## config.mk

```make
export PLATFORM = sky130hd
export DESIGN_NAME = tnsi_ctrl
export DESIGN_NICKNAME = d
export VERILOG_FILES = /design/src/sv/assert_macros.svh /design/src/sv/tnsi_pkg.sv /design/src/sv/tnsi_ctrl.sv
export SDC_FILE = /design/constraint.sdc
export NUM_CORES = 1
export LEC_CHECK = 0
export ABC_AREA = 1
export ABC_CLOCK_PERIOD_IN_PS = 1640
export BUFFER_PORTS_ARGS = -buffer_cell sky130_fd_sc_hd__buf_4
export CORE_AREA = 3 3 40 42
export DETAILED_ROUTE_END_ITERATION = 10
export DIE_AREA = 0 0 43 45
export GPL_TIMING_DRIVEN = 0
export PLACE_DENSITY = 0.83
export SYNTH_ARGS = -nofsm -noshare
export SYNTH_HDL_FRONTEND = slang
export SYNTH_SLANG_ARGS = --single-unit
```

## constraint.sdc

```tcl
create_clock -name clock -period 1.64 [get_ports clock]
set_clock_uncertainty 0.1 [all_clocks]
set_input_delay 0.164 -clock clock [delete_from_list [all_inputs] [get_ports clock]]
set_output_delay 0.164 -clock clock [all_outputs]
set_load 0.1 [all_outputs]
```

## src/sv/assert_macros.svh

```systemverilog
// ----------------------------------------------------------------------------
// Assertion macros
// Shared wrappers for clocked concurrent assertions.
// ----------------------------------------------------------------------------
`ifndef ASSERT_MACROS_SVH
`define ASSERT_MACROS_SVH

// Check a property on every rising clock edge outside reset
`define ASSERT_CLKD(lbl, clk, rst, prop, msg) \
   lbl: assert property (@(posedge clk) disable iff (rst) (prop)) else $error(msg);

// Check a property on every rising clock edge, reset included
`define ASSERT_ALWAYS(lbl, clk, prop, msg) \
   lbl: assert property (@(posedge clk) (prop)) else $error(msg);

`endif

```

## src/sv/tnsi_pkg.sv

```systemverilog
// ----------------------------------------------------------------------------
// tnsi_pkg
// Types, widths and codes shared by the sorted top-N table.
// ----------------------------------------------------------------------------
package tnsi_pkg;

   // Built table depth and field widths
   localparam int DEPTH_DEF  = 64;
   localparam int CNT_W      = 32;
   localparam int ID_W       = 64;
   localparam int LIM_W      = 7;
   localparam int RANK_W     = 6;
   localparam int CSR_IDX_W  = 1;
   localparam int CSR_DATA_W = 32;
   localparam int REQ_DATA_W = 96;
   localparam int RSP_DATA_W = 112;

   // Register reset values
   localparam logic [LIM_W-1:0] LIMIT_RESET = 7'd50;
   localparam logic [CNT_W-1:0] MIN_RESET   = 32'd1024;

   // Register indexes
   typedef enum logic [CSR_IDX_W-1:0] {
      CSR_TABLE_LIMIT = 1'b0,
      CSR_MIN_COUNT   = 1'b1
   } csr_idx_type;

   // Controller states
   typedef enum logic [3:0] {
      ST_IDLE,
      ST_OFFER_CHECK,
      ST_SCAN_READ,
      ST_SCAN_CMP,
      ST_PLACE_TOP,
      ST_FINISH,
      ST_DUMP_CHECK,
      ST_DUMP_READ,
      ST_DUMP_OUT
   } state_type;

   // Entry index operations
   typedef enum logic [2:0] {
      IDX_HOLD,
      IDX_TOP,
      IDX_ZERO,
      IDX_DEC,
      IDX_INC
   } idx_op_type;

   // Output register load selection
   typedef enum logic [1:0] {
      OUT_NONE,
      OUT_OFFER,
      OUT_ENTRY
   } out_sel_type;

   // Commands from controller to datapath
   typedef struct packed {
      logic        latch;       // capture the request item
      idx_op_type  idx_op;
      logic        wr_en;       // write one table entry
      logic        wr_shift;    // 1: move the read entry, 0: write the new entry
      logic        wr_at_next;  // 1: write at index+1, 0: write at index 0
      logic        res_set;     // record the offer outcome
      logic        res_acc;
      logic        res_at_next; // 1: rank index+1, 0: rank zero
      logic        total_inc;   // grow the fill level unless full
      out_sel_type out_sel;
   } cmd_type;

   // Status from datapath to controller
   typedef struct packed {
      logic             req_func;   // kind of the item on the request port
      logic             below_min;
      logic             lim_zero;
      logic             tbl_empty;
      logic             tbl_full;
      logic             at_top;     // index is on the last stored entry
      logic             idx_zero;
      logic             stored_gt;  // read entry count above the offered count
      logic             out_free;
      logic [LIM_W-1:0] fill_level;
      logic [LIM_W-1:0] eff_limit;
   } sts_type;

endpackage

```

## src/sv/tnsi_ctrl.sv

```systemverilog
// ----------------------------------------------------------------------------
// tnsi_ctrl
// Sequencer for offers (bottom-up scan with shift) and table readout.
// ----------------------------------------------------------------------------
module tnsi_ctrl
   import tnsi_pkg::*;
(
   input  logic    clock,
   input  logic    reset,
   input  logic    req_tvalid,
   output logic    req_tready,
   input  sts_type sts,
   output cmd_type cmd
);

   state_type state_ff;
   state_type state_in;

   // Hold state
   always_ff @(posedge clock) begin
      if (reset) begin
         state_ff <= ST_IDLE;
      end else begin
         state_ff <= state_in;
      end
   end

   // Next state
   always_comb begin
      state_in = state_ff;
      case (state_ff)
         ST_IDLE: begin
            if (req_tvalid) begin
               state_in = sts.req_func ? ST_DUMP_CHECK : ST_OFFER_CHECK;
            end
         end
         ST_OFFER_CHECK: begin
            if (sts.below_min || sts.lim_zero || sts.tbl_empty) begin
               state_in = ST_FINISH;
            end else begin
               state_in = ST_SCAN_READ;
            end
         end
         ST_SCAN_READ: state_in = ST_SCAN_CMP;
         ST_SCAN_CMP: begin
            if (sts.stored_gt) begin
               state_in = ST_FINISH;
            end else if (sts.idx_zero) begin
               state_in = ST_PLACE_TOP;
            end else begin
               state_in = ST_SCAN_READ;
            end
         end
         ST_PLACE_TOP: state_in = ST_FINISH;
         ST_FINISH: begin
            if (sts.out_free) begin
               state_in = ST_IDLE;
            end
         end
         ST_DUMP_CHECK: begin
            state_in = sts.tbl_empty ? ST_FINISH : ST_DUMP_READ;
         end
         ST_DUMP_READ: state_in = ST_DUMP_OUT;
         ST_DUMP_OUT: begin
            if (sts.out_free) begin
               state_in = sts.at_top ? ST_IDLE : ST_DUMP_READ;
            end
         end
         default: state_in = ST_IDLE;
      endcase
   end

   // Commands
   always_comb begin
      req_tready      = 1'b0;
      cmd             = '0;
      cmd.idx_op      = IDX_HOLD;
      cmd.out_sel     = OUT_NONE;
      case (state_ff)
         ST_IDLE: begin
            req_tready = 1'b1;
            cmd.latch  = req_tvalid;
         end
         ST_OFFER_CHECK: begin
            if (sts.below_min || sts.lim_zero) begin
               cmd.res_set = 1'b1;
            end else if (sts.tbl_empty) begin
               cmd.wr_en     = 1'b1;
               cmd.res_set   = 1'b1;
               cmd.res_acc   = 1'b1;
               cmd.total_inc = 1'b1;
            end else begin
               cmd.idx_op = IDX_TOP;
            end
         end
         ST_SCAN_CMP: begin
            if (sts.stored_gt) begin
               cmd.res_set = 1'b1;
               // a strictly larger last entry of a full table rejects the offer
               if (!(sts.at_top && sts.tbl_full)) begin
                  cmd.wr_en       = 1'b1;
                  cmd.wr_at_next  = 1'b1;
                  cmd.res_acc     = 1'b1;
                  cmd.res_at_next = 1'b1;
                  cmd.total_inc   = 1'b1;
               end
            end else begin
               // shift down; the last entry of a full table drops out
               if (!(sts.at_top && sts.tbl_full)) begin
                  cmd.wr_en      = 1'b1;
                  cmd.wr_shift   = 1'b1;
                  cmd.wr_at_next = 1'b1;
               end
               if (!sts.idx_zero) begin
                  cmd.idx_op = IDX_DEC;
               end
            end
         end
         ST_PLACE_TOP: begin
            cmd.wr_en     = 1'b1;
            cmd.res_set   = 1'b1;
            cmd.res_acc   = 1'b1;
            cmd.total_inc = 1'b1;
         end
         ST_FINISH: begin
            if (sts.out_free) begin
               cmd.out_sel = OUT_OFFER;
            end
         end
         ST_DUMP_CHECK: begin
            if (sts.tbl_empty) begin
               cmd.res_set = 1'b1;
            end else begin
               cmd.idx_op = IDX_ZERO;
            end
         end
         ST_DUMP_OUT: begin
            if (sts.out_free) begin
               cmd.out_sel = OUT_ENTRY;
               if (!sts.at_top) begin
                  cmd.idx_op = IDX_INC;
               end
            end
         end
         default: begin
            cmd.idx_op = IDX_HOLD;
         end
      endcase
   end

endmodule

```

==> flow_summary.ini <==
[cells_and_area]
final_common_cell = buf_4
final_util = 0.870
num_antenna_cells = 0
top_register = state_ff
num-fill-cells = 66
final_cell_mix = buf_4 (19), nand2_1 (13), nor2_4 (11), buf_12 (11), inv_1 (9)
regArea_um2 = 95.1
largest_reg_flops = 4
multi_input_area_um2 = 448
drive_gt1_frac = 0.650
syn_to_final_growth_pct = 143
nNetsFinal = 150
top_regs = state_ff (4)

[min_path]
hold_path.class = input port to flop

[global_route]
grt-ovfl-total = 0
antenna_found_initial = 0
grt_pass1_wl_um = 2840
grt_max_degree = 7
grt_pass1_vias = 644
grt_use_total = 0.192

[timing]
slew_violations = 0
setup_slack_ns = -0.154
min_period_ns = 1.79
rsz0062_at_grt = true
setup_viol = 6
holdWs_ns = 0.270
hold_viol_final = 0
worstMarginPinSlew_ns = 0.351
relSlewSlack = 0.766
max_freq_mhz = 557
finalSetupTns_ns = -0.420
finalCritPeriodShare = 1.09

[cts]
cts_root_buf = clkbuf_4
h-tree-depth = 1
clk_pin_slew_ns = 0.04
cts_sinks = 4
cts_buffers = 3
cts_tree = done
clock_latency_ns = 0.24
cts_max_path_buffers = 2

[setup_path]
r2r_cells = 10
crit_start = state_ff[1]
r2r_start = state_ff[0]
cp_data_arrival_time_ns = 1.53
cpMaxStageDelayCell = dfxtp_4
endpoint_kind = output port
slowest_delay_ns = 0.40
cp_cell_sequence = nand2_4 > nor2_4 > nand2_4 > nor2_4 > nand3b_1 > buf_12 > buf_12
cp_top_family = simple AND/OR/NAND/NOR gates
critPathBufInv = 2
worstPathMaxFanout = 5
path_depth = 7
endpoint = cmd[4]
r2r_setup_slack_ns = 0.11
critPathLaunchType = flop
r2r_end = state_ff[1]
crit_type = flop to output port
crit_required_ns = 1.38

[power_and_ir_drop]
ir_worst_vdd_mv = 1.75
power_density_nw_per_um2 = 2250
fin_total_pwr_mw = 2.51
leakage_nw = 0.531

[yosys]
avgSynthCellArea_um2 = 5.62
synth_top_area_frac = 0.174
synth_top_cell_by_area = dfxtp_1
ys_seq_elements = 4
synth_nets = 108
synthCells = 82
syn_area_um2 = 460
ys_top_cells_by_area = dfxtp_1 (17%), nand2_1 (15%), inv_1 (11%)
yosysWarnings = 0
seq_area_frac_synth = 0.174
synth_cell_types = 22

[die]
core_area_um2 = 1280
ios = 40
start_util = 0.358
die_w_um = 43
num_rows = 13
die_h_um = 45
die_area_um2 = 1940

[route]
drc = 0
viasPerCell = 5.08
drt_wl_total_um = 2020
vias = 701
first_pass_iters = 4
wl_per_cell_um = 14.7
drtIter0Drc = 12
ant_nets = 0

[place]
hpwl_um = 1120
gp_congestion = 0.858
portBuffers = 25

[status]
violations = negative setup slack
run_status = finished, violations left

[flow_run]
cap_violations = 0
[report_power, final]
group / switching (mW) / total [mW] / internal, mW
Sequential: 0.0764 / 0.228 / 0.152
Combinational: 1.40 / 2.15 / 0.750
Clock: 0.0438 / 0.135 / 0.0915
Total: 1.52 / 2.51 / 0.993
[timing repair]
action / CTS / global route
pin swaps: 6 / 4
setup buffers: 10 / 1
resized for setup: 34 / 28
hold buffers: 1 / 0
gates cloned: 0 / 0
setup endpoints to repair: 8 / 13
endpoints found under the hold margin: 2 / 0
[layout make-up]
cell class	instances	share of cell area
Tap cell	15	0.0168
Buffer	1	0.0179
Timing Repair Buffer	37	0.390
Multi-Input combinational cell	60	0.401
Inverter	17	0.0661
Sequential cell	4	0.0851
Clock buffer	4	0.0235
[synth_stat cells]
cell type  instances
nor2_2             4
nand3_1            6
nand3b_1           1
buf_4              1
or2_2              1
inv_1             14
nor2_4             2
nor3_1             1
nor2_1            12
a22oi_2            1
o21ai_0            1
nand2_2            1
a21oi_2            1
dfxtp_1            4
nand2_1           19
nand3_2            1
a21oi_1            3
o21ai_1            1
clkinv_1           1
inv_2              2
nand4_1            3
o211ai_1           2
[metrics by stage]
stage | cells | cell area, um^2 | setup slack [ns]
after global routing | 138 | 1120 | -0.236
after detailed placement | 122 | 761 | -0.0645
after CTS | 137 | 995 | -0.0882
final | 138 | 1120 | -0.154
after floorplan | 82 | 554 | -0.964
after global placement | 122 | 761 | -0.0598
[how the worst min path moves through the flow]
stage          depth (start not counted)  startpoint  slack (ns)     endpoint
6_report                               4     sts[14]        0.27  state_ff[3]
4_1_cts                                4     sts[14]        0.27  state_ff[3]
5_1_grt                                4     sts[14]        0.31  state_ff[3]
3_3_place_gp                           2       reset        0.25  state_ff[0]
2_1_floorplan                          1       reset        0.12  state_ff[2]
3_5_place_dp                           2       reset        0.25  state_ff[2]
[worst reg2reg max path, stage by stage (launching register included)]
cell,delay [ns]
dfxtp_4,0.36
inv_4,0.07
nor2_4,0.04
nand2_2,0.07
inv_2,0.04
buf_6,0.11
a21oi_4,0.18
clkinvlp_4,0.14
buf_4,0.14
o21ai_1,0.12
nor2_1,0.05
[layer usage]
metal	GRT usage	wire length [um]	vias to the layer above
met1	0.233	773	324
met2	0.335	1130	28
met3	0.0279	92	4
met5	0	0	-
li1	-	-	345
met4	0.0904	30	0
[cells by family after synthesis]
logic type	share of synthesized area
compound gates	0.133
buf+inv	0.155
flops	0.174
simple gates	0.538
No activity file was read; power rests on OpenSTA's default activity.
